--- src/hw/rtl/a2b_pkg.sv ---
// ----------------------------------------------------------------------------
// a2b_pkg
// Shared types and constants for the binary-angle atan2 pipeline.
// ----------------------------------------------------------------------------
`default_nettype none

package a2b_pkg;

  localparam int unsigned CompW  = 16;            // vector component width
  localparam int unsigned AngW   = 16;            // heading width
  localparam int unsigned RatioSh = 14;           // Q14 ratio
  localparam int unsigned TW     = RatioSh + 1;   // t spans 0..16384
  localparam int unsigned RemW   = CompW + 1;     // partial remainder
  localparam int unsigned DiffW  = 14;
  localparam int unsigned CorrW  = 12;
  localparam int unsigned GainW  = 14;

  localparam logic [TW-1:0]    KneePoint  = TW'(16'h1333);
  localparam logic [CorrW-1:0] SlopeCorr  = CorrW'(16'h0B00);
  localparam logic [GainW-1:0] BaseGain   = GainW'(16'h2800);
  localparam logic [AngW-1:0]  TurnZero   = 16'h0000;
  localparam logic [AngW-1:0]  TurnQuart  = 16'h4000;
  localparam logic [AngW-1:0]  TurnHalf   = 16'h8000;
  localparam logic [AngW-1:0]  Turn3Quart = 16'hC000;

  // word carried down the divider chain
  typedef struct packed {
    logic [RemW-1:0]  rem;
    logic [CompW-1:0] mx;
    logic [TW-1:0]    q;
    logic             axis;      // on an axis: heading fixed
    logic [AngW-1:0]  axis_ang;
    logic             y_pos;
    logic             x_pos;
    logic             x_larger;
  } div_word_t;

endpackage

`default_nettype wire

--- src/hw/rtl/atan2_binary_angle.sv ---
// ----------------------------------------------------------------------------
// atan2_binary_angle
// Heading of a signed 2-D vector as a 16-bit binary angle.
// ----------------------------------------------------------------------------
// Channel  Direction  Handshake            Payload
// in       sink       in_valid / in_stall  vec_y, vec_x
// out      source     out_valid/ out_stall heading
//
// One word per cycle when not stalled, through one magnitude stage, fifteen
// divider cells (one quotient bit each) and three polynomial stages.
// The whole pipeline halts while a finished word waits on out_stall.
// Reset clears the valid bits only; there is no other state.
// ----------------------------------------------------------------------------
`default_nettype none

module atan2_binary_angle (
  input  wire logic                       clk,
  input  wire logic                       rst,
  input  wire logic                       in_valid,
  output      logic                       in_stall,
  input  wire logic signed [a2b_pkg::CompW-1:0] vec_y,
  input  wire logic signed [a2b_pkg::CompW-1:0] vec_x,
  output      logic                       out_valid,
  input  wire logic                       out_stall,
  output      logic [a2b_pkg::AngW-1:0]   heading
);

  localparam int unsigned NCell = a2b_pkg::TW;

  logic                     en;
  logic [a2b_pkg::CompW-1:0] ay, ax;
  a2b_pkg::div_word_t       w0_next;
  a2b_pkg::div_word_t       chain [NCell+1];
  logic                     chain_v [NCell+1];

  assign en       = !(out_valid && out_stall);
  assign in_stall = !en;

  always_comb begin
    ay = vec_y[a2b_pkg::CompW-1] ? a2b_pkg::CompW'(-vec_y) : vec_y;
    ax = vec_x[a2b_pkg::CompW-1] ? a2b_pkg::CompW'(-vec_x) : vec_x;
    w0_next.x_larger = !(ay > ax);
    w0_next.mx       = w0_next.x_larger ? ax : ay;
    w0_next.rem      = {1'b0, (w0_next.x_larger ? ay : ax)};
    w0_next.q        = '0;
    w0_next.y_pos    = !vec_y[a2b_pkg::CompW-1];
    w0_next.x_pos    = !vec_x[a2b_pkg::CompW-1];
    w0_next.axis     = (vec_y == '0) || (vec_x == '0);
    if (vec_y == '0) begin
      w0_next.axis_ang = (vec_x > 0) ? a2b_pkg::TurnQuart : a2b_pkg::Turn3Quart;
    end else begin
      w0_next.axis_ang = (vec_y > 0) ? a2b_pkg::TurnZero : a2b_pkg::TurnHalf;
    end
    // axis words still go through the divider: keep the divisor nonzero
    if (w0_next.mx == '0) begin
      w0_next.mx = a2b_pkg::CompW'(1);
    end
  end

  always_ff @(posedge clk) begin
    if (rst) begin
      chain_v[0] <= 1'b0;
    end else if (en) begin
      chain_v[0] <= in_valid;
    end
  end

  always_ff @(posedge clk) begin
    if (en) begin
      chain[0] <= w0_next;
    end
  end

  for (genvar i = 0; i < NCell; i++) begin : g_cell
    a2b_div_cell #(.FIRST(i == 0)) u_cell (
      .clk     (clk),
      .rst     (rst),
      .en      (en),
      .d_valid (chain_v[i]),
      .d       (chain[i]),
      .q_valid (chain_v[i+1]),
      .q       (chain[i+1])
    );
  end

  a2b_post u_post (
    .clk       (clk),
    .rst       (rst),
    .en        (en),
    .d_valid   (chain_v[NCell]),
    .d         (chain[NCell]),
    .o_valid   (out_valid),
    .o_heading (heading)
  );

endmodule

`default_nettype wire

--- src/hw/rtl/a2b_div_cell.sv ---
// ----------------------------------------------------------------------------
// a2b_div_cell
// One restoring-division cell: produces one quotient bit per word.
// ----------------------------------------------------------------------------
`default_nettype none

module a2b_div_cell #(
  parameter bit FIRST = 1'b0
) (
  input  wire logic              clk,
  input  wire logic              rst,
  input  wire logic              en,
  input  wire logic              d_valid,
  input  wire a2b_pkg::div_word_t d,
  output      logic              q_valid,
  output      a2b_pkg::div_word_t q
);

  logic [a2b_pkg::RemW-1:0] trial;
  logic                     ge;
  a2b_pkg::div_word_t       q_next;

  always_comb begin
    trial  = FIRST ? d.rem : {d.rem[a2b_pkg::RemW-2:0], 1'b0};
    ge     = trial >= {1'b0, d.mx};
    q_next = d;
    q_next.rem = ge ? (trial - {1'b0, d.mx}) : trial;
    q_next.q   = {d.q[a2b_pkg::TW-2:0], ge};
  end

  always_ff @(posedge clk) begin
    if (rst) begin
      q_valid <= 1'b0;
    end else if (en) begin
      q_valid <= d_valid;
    end
  end

  always_ff @(posedge clk) begin
    if (en) begin
      q <= q_next;
    end
  end

endmodule

`default_nettype wire

--- src/hw/rtl/a2b_post.sv ---
// ----------------------------------------------------------------------------
// a2b_post
// Correction polynomial and octant fold, three register stages.
// ----------------------------------------------------------------------------
`default_nettype none

module a2b_post (
  input  wire logic                        clk,
  input  wire logic                        rst,
  input  wire logic                        en,
  input  wire logic                        d_valid,
  input  wire a2b_pkg::div_word_t          d,
  output      logic                        o_valid,
  output      logic [a2b_pkg::AngW-1:0]    o_heading
);

  localparam int unsigned P1W = a2b_pkg::DiffW + a2b_pkg::CorrW;
  localparam int unsigned P2W = a2b_pkg::GainW + a2b_pkg::TW;

  logic [a2b_pkg::DiffW-1:0] diff;
  logic [P1W-1:0]            p1;
  logic [P2W-1:0]            p2;
  logic [a2b_pkg::GainW-1:0] gain;
  logic [a2b_pkg::AngW-1:0]  ang;
  logic [a2b_pkg::AngW-1:0]  heading_next;
  logic [a2b_pkg::TW-1:0]    t1;
  a2b_pkg::div_word_t        w1, w2;
  logic                      v1, v2;

  always_comb begin
    diff = (d.q >= a2b_pkg::KneePoint) ? a2b_pkg::DiffW'(d.q - a2b_pkg::KneePoint)
                                       : a2b_pkg::DiffW'(a2b_pkg::KneePoint - d.q);
    gain = a2b_pkg::BaseGain - a2b_pkg::GainW'(p1[P1W-1:a2b_pkg::RatioSh]);
    ang  = a2b_pkg::AngW'(p2[P2W-1:a2b_pkg::RatioSh]);
    if (w2.axis) begin
      heading_next = w2.axis_ang;
    end else if (w2.y_pos && w2.x_pos) begin
      heading_next = w2.x_larger ? a2b_pkg::TurnQuart - ang : ang;
    end else if (w2.y_pos) begin
      heading_next = w2.x_larger ? a2b_pkg::Turn3Quart + ang : a2b_pkg::TurnZero - ang;
    end else if (w2.x_pos) begin
      heading_next = w2.x_larger ? a2b_pkg::TurnQuart + ang : a2b_pkg::TurnHalf - ang;
    end else begin
      heading_next = w2.x_larger ? a2b_pkg::Turn3Quart - ang : a2b_pkg::TurnHalf + ang;
    end
  end

  always_ff @(posedge clk) begin
    if (rst) begin
      v1      <= 1'b0;
      v2      <= 1'b0;
      o_valid <= 1'b0;
    end else if (en) begin
      v1      <= d_valid;
      v2      <= v1;
      o_valid <= v2;
    end
  end

  always_ff @(posedge clk) begin
    if (en) begin
      p1        <= P1W'(diff) * P1W'(a2b_pkg::SlopeCorr);
      t1        <= d.q;
      w1        <= d;
      p2        <= P2W'(gain) * P2W'(t1);
      w2        <= w1;
      o_heading <= heading_next;
    end
  end

endmodule

`default_nettype wire

--- config.mk ---
export PLATFORM = sky130hd
export DESIGN_NAME = atan2_binary_angle
export DESIGN_NICKNAME = d
export VERILOG_FILES = /design/src/hw/rtl/a2b_pkg.sv /design/src/hw/rtl/atan2_binary_angle.sv /design/src/hw/rtl/a2b_div_cell.sv /design/src/hw/rtl/a2b_post.sv
export SDC_FILE = /design/constraint.sdc
export NUM_CORES = 2
export LEC_CHECK = 0
export BUFFER_PORTS_ARGS = -buffer_cell sky130_fd_sc_hd__buf_2
export CAP_MARGIN = 20
export CORE_MARGIN = 3
export CORE_UTILIZATION = 55
export CTS_CLUSTER_SIZE = 20
export DETAILED_ROUTE_END_ITERATION = 16
export PLACE_DENSITY = 0.77
export SLEW_MARGIN = 20
export SYNTH_ARGS = -nofsm -noshare
export SYNTH_HDL_FRONTEND = slang
export SYNTH_SLANG_ARGS = --single-unit
export TNS_END_PERCENT = 10
--- constraint.sdc ---
create_clock -name clk -period 35.1 [get_ports clk]
set_clock_uncertainty 0.05 [all_clocks]
set_input_delay 3.51 -clock clk [delete_from_list [all_inputs] [get_ports clk]]
set_output_delay 3.51 -clock clk [all_outputs]
set_load 0.02 [all_outputs]
* Word level (Yosys, flattened, before mapping)
Index checks and enable logic that the tools add are counted.
** Word-level totals
- Flip-flop bits (word level) :: 1057
- Output and inout bits :: 18
- Input bits :: 36
- Word-level logic and storage cells :: 257
** Cells by class
- Reductions and logical operators :: 9
- Multiplexer cells :: 30
- $mul :: 2
- $add $sub $neg :: 26
- $lt $le $gt $ge :: 19
** Operators by type and width (number)
- $mux W16 :: 29
- $ge A17 B16 Y1 :: 14
- $sub A16 B16 Y16 :: 14
- $logic_not A16 Y1 :: 3
- $add A16 B15 Y16 const A :: 2
- $gt A16 B1 Y1 const B :: 2
- $neg A16 Y16 :: 2
- $sub A16 B15 Y16 const A :: 2
- $mul A14 B15 Y29 :: 1
- $mul A14 B4 Y18 const B :: 1
- $add A15 B15 Y16 const A :: 1
- $ge A16 B16 Y1 :: 1
- $gt A16 B16 Y1 :: 1
- $sub A1 B15 Y16 const A :: 1
- $sub A15 B15 Y16 const A :: 1
- $ge A15 B13 Y1 const B :: 1
- $mux W14 :: 1
- $sub A13 B14 Y14 const A :: 1
- $sub A14 B12 Y14 const A :: 1
- $sub A14 B13 Y14 const B :: 1
- $logic_not A1 Y1 :: 3
- $logic_and A1 B1 Y1 :: 2
- $logic_or A1 B1 Y1 :: 1

* Logic depth before layout (Yosys ltp)
- Depth after elaboration :: 6
- Gate-level depth with buffers :: 30
- Gate-level depth less buffers :: 28

* Modules after synthesis
Synthesis repeated with hierarchy kept, for this count alone.
** Unflattened totals
- Cells, all modules :: 4826
- Area total of the unflattened synthesis :: 63105.5 µm²
** Modules (own cells, without submodules)
- a2b_div_cell at g_cell[10].u_cell ... :: area an instance 3229.3 µm², cells each 226, sequential area each 2062.0 µm², times used 13
- a2b_post :: area an instance 11860.1 µm², cells each 1173, sequential area each 3002.9 µm², times used 1
- a2b_div_cell at g_cell[13].u_cell :: area an instance 3301.9 µm², cells each 236, sequential area each 2062.0 µm², times used 1
- a2b_div_cell at g_cell[0].u_cell :: area an instance 3205.6 µm², cells each 219, sequential area each 2062.0 µm², times used 1
- atan2_binary_angle :: area an instance 2756.4 µm², cells each 260, sequential area each 1161.1 µm², times used 1

* Least setup slack after synthesis
Ideal clock, no wire load.
- Path kind :: input to register
- Start :: in out_stall
- End :: reg chain[1020] (netlist name), enable pin
- Data arrival time :: 24615 ps
- Library setup time :: 1430 ps
- Stages on the path :: 3
- Path buffers :: 2
- Path slack :: 9005 ps
- Required time :: 33620 ps
- Cells stage by stage :: nand2_1 -> clkbuf_1 -> clkbuf_1
** On the way
- Word-level cells in the longest chain between the ends :: 1
** RTL lines
- start: declaration :: line atan2_binary_angle.sv:24 : input wire logic out_stall,
- $logic_and A1 B1 Y1 :: line atan2_binary_angle.sv:36 : assign en = !(out_valid && out_stall);
- end: declaration :: line atan2_binary_angle.sv:33 : a2b_pkg::div_word_t chain [NCell+1];
No other way between the ends.
A chain may end at the register's enable or synchronous reset.

* Worst setup path after layout
- Start :: in out_stall
- End :: out in_stall
** On the way
- Word-level cells in the longest chain between the ends :: 1
** RTL lines
- $logic_and A1 B1 Y1 :: line atan2_binary_angle.sv:36
- end: declaration :: line atan2_binary_angle.sv:20 : output logic in_stall,
No other way between the ends.

==> flow_results.org <==
** Run status
- The flow ran to the end, and the final reports show no timing, DRC or antenna violations.

** Drt
- Drt first-iter violations :: 1,749
- The routed design has 87,100 um of wire.
- Detailed-route wire length per cell :: 16.6 um
- The detail route stage leaves a number of antenna-violating nets equal to 0.
- Across all layers, the routed design uses 28,876 vias.
- After detailed routing, the number of remaining DRC violations is 0.
- Via density :: 5.51
- Drt first pass iters :: 5

** Clock network
- Number of H-tree levels :: 3
- Maximum buffer depth of the clock tree :: 3
- TritonCTS clock tree :: built
- In this run the clock root is driven by a sky130_fd_sc_hd__clkbuf_16.
- In this run, CTS created clock tree buffers numbering 78.
- Quantity of hold-fixing buffers added after cts :: 0
- Clk pin slew, worst setup/hold paths :: 0.06 ns
- The tree built by TritonCTS fans out to 785 sinks.
- After clock tree synthesis, the repair step resized 0 gates.
- The clock reaches the later pin of the worst-skew pair after 0.63 ns.
- Post CTS Setup Buffer Count :: 0

** Synth
- Post-synthesis share of cell area spent on xor and xnor gates :: 4.80%
- For this run, the leading register cell type out of synthesis is sky130_fd_sc_hd__edfxtp_1.
- Asr flop ratio synth :: 0%
- Count of yosys warnings during synthesis :: 0
- Of the total synthesized cell area, the portion taken by full adders, half adders and majority gates is 17.7%.
- Number of nets in the synthesized netlist :: 4,586
- Of the post-synthesis cell area, the part taken by muxes is 3.87%.
- Largest family of logic cells by synthesized area :: adder cells
- Mean instance size in the synthesized netlist :: 11.7 um^2
- Area of the mapped netlist :: 46,900 um^2
- In this run, synthesis produced a sequential element count of 785.
- Synthesis produced 3,992 cells.
- After Yosys synthesis, and, or, nand and nor cells account for 10.2% of the synthesized area.
- Synth Area in Compound Gates :: 8.44%
- Counting flops with a built-in enable in the synthesized netlist gives 766.
- In this run, distinct cell masters in the synthesized netlist total 88.
- After synthesis, flip-flops and latches occupy 49.9% of the total area.

** Setup path
- Required time worst endpoint :: 31.54 ns
- Arrival time of the worst setup path :: 5.10 ns
- The worst setup path is of the in2out kind.
- Of all nets on the critical path, the largest fanout is 72.
- STA classifies the critical path startpoint as an input pin.
- The worst setup path is captured at an output port.
- The setup check on the worst reg-to-reg path leaves a slack of 26.96 ns.
- Worst Reg2Reg Path Length in Cells :: 26

** Cells and area
- Share of post-route cells with drive strength above 1 :: 6.30%
- Post-route cell area :: 50,800 um^2
- Commonest cells after routing, fill and taps aside :: 766 x sky130_fd_sc_hd__edfxtp_1, 532 x sky130_fd_sc_hd__inv_1, 382 x sky130_fd_sc_hd__ha_1
- Relative to the synthesized area, the layout overhead comes to 8.42%.
- Most frequent standard cell in the layout excluding fill and tap cells :: sky130_fd_sc_hd__edfxtp_1
- In the final design database the tool counted 4,645 nets.

** Timing
- Sum of negative setup slack :: 0 ns
- Minimum clock period :: 8.66 ns
- Setup repair after global routing left no endpoint under its margin.
- For this run, the top clock speed supported by timing is 0.116 GHz.
- The worst pin sits at a relative slew slack of 25.7%.
- Setup violations remaining at the end of the flow were counted as 0.
- At the pin with the least slew margin, the transition time is 1.11 ns.
- Share of the clock period used by the worst path after layout :: 24.7%
- The tightest hold path in the finished design has a slack of 0.349 ns.
- Slew Viols, Final :: 0
- The number of failing hold endpoints at the final stage was 0.

** Global route
- Largest net degree at the start of global routing :: 203
- Overall overflow remaining after global route :: 0
- Global router's overall resource usage :: 19.8%
- The via count of the first global-routing pass is 29,451.
- The first global-routing pass estimated 144,000 um of wire.
- The initial antenna violation count came to 0.

** Floorplan
- The floorplan step defined a die boundary enclosing 88,800 um^2.
- The floorplan has 106 rows.
- Core ar. :: 84,100 um^2
- 54 I/O pins were placed.
- Horizontal die dimension :: 298 um
- The floorplan step set the die height to 298 um.
- Initial Util :: 55.7%

** Placed design
- Placed wire-length estimate after detailed placement :: 63,900 um
- The congestion estimate from routability-driven global placement came to 0.880.
- In this run the cell area measured after placement is 48,400 um^2.
- In this run the tool buffered the top-level ports with 53 buffer cells.

** Hold path
- The min-delay analysis places its worst path in the category reg2reg.
- The worst hold path passes through 0 cells.

** Job
- Max-cap violations :: 0
## logic make-up after synthesis
kind of cell / count (synthesis)
adder cells (fa/ha/maj): 558
AO/OA/AOI/OAI: 620
buffers and inverters: 622
XOR/XNOR: 257
AND/OR/NAND/NOR: 986
flip-flops: 785
multiplexers: 164
## metal layers
| metal | global-route usage [%] | wire [um] | up-vias |
|---|---|---|---|
| li1 | - | - | 14154 |
| met1 | 23.1 | 34500 | 13917 |
| met2 | 36.9 | 46200 | 598 |
| met3 | 2.86 | 3170 | 207 |
| met4 | 7.32 | 3230 | 0 |
| met5 | 0 | 0 | - |
## path summary, 6_finish.rpt
| kind | to | startpoint |
|---|---|---|
| worst max register to register | u_post.p2[28]$_DFFE_PN_ | u_post.p1[14]$_DFFE_PN_ |
| worst max-delay path | in_stall | out_stall |
| worst min-delay path | g_cell[14].u_cell.q[19]$_DFFE_PN_ | g_cell[13].u_cell.q[19]$_DFFE_PN_ |
| worst min register to register | g_cell[14].u_cell.q[19]$_DFFE_PN_ | g_cell[13].u_cell.q[19]$_DFFE_PN_ |
## cell usage after synthesis, types with 82 or more instances
master                     number  area share (%)
sky130_fd_sc_hd__nor3_1        82            0.88
sky130_fd_sc_hd__inv_1        532             4.3
sky130_fd_sc_hd__a21oi_1      187             2.0
sky130_fd_sc_hd__edfxtp_1     766              49
sky130_fd_sc_hd__o21ai_0      106             1.1
sky130_fd_sc_hd__and2_1       101             1.3
sky130_fd_sc_hd__ha_1         382              10
sky130_fd_sc_hd__nor2_1       201             1.6
sky130_fd_sc_hd__xor2_1        82             1.5
sky130_fd_sc_hd__mux2_1        84             2.0
sky130_fd_sc_hd__nand2_1      301             2.4
sky130_fd_sc_hd__xnor2_1      175             3.3
sky130_fd_sc_hd__fa_1         176             7.5
## metrics by stage
stage	cells	setup slack [ns]	utilization (%)
after floorplan	3992	9.01	-
after global placement	5105	26.45	57.5
after detailed placement	5105	26.43	57.5
after CTS	5243	26.43	60.4
after global routing	5243	26.29	60.4
final	5244	26.44	60.4
## sequential cells by signal (all words and copies together) (netlist names)
signal and flops:
u_post.v2 1, g_cell.u_cell.q_valid 15, u_post.p1 12, u_post.o_heading 16, u_post.w1 6, u_post.t1 15, g_cell.u_cell.q 658, u_post.v1 1
chain 38, u_post.p2 15, u_post.w2 6, u_post.o_valid 1, chain_v 1
## layout make-up
class	instances	area, um^2
Tap cell	1134	1420
Sequential cell	785	23400
Inverter	532	2000
Clock buffer	92	2010
Antenna cell	1	2.50
Multi-Input combinational cell	2585	21100
Timing Repair Buffer	69	410
Clock inverter	46	447
Fill cell	6586	33300
## critical path: stages
cell and delay [ns]:
sky130_fd_sc_hd__buf_2 0.11, sky130_fd_sc_hd__nand2_4 0.61, sky130_fd_sc_hd__inv_1 0.52, sky130_fd_sc_hd__buf_2 0.31
Power is left out: the tool's default activity adds up to more than one toggle a clock period on the data nets, which glitch-free logic cannot reach.
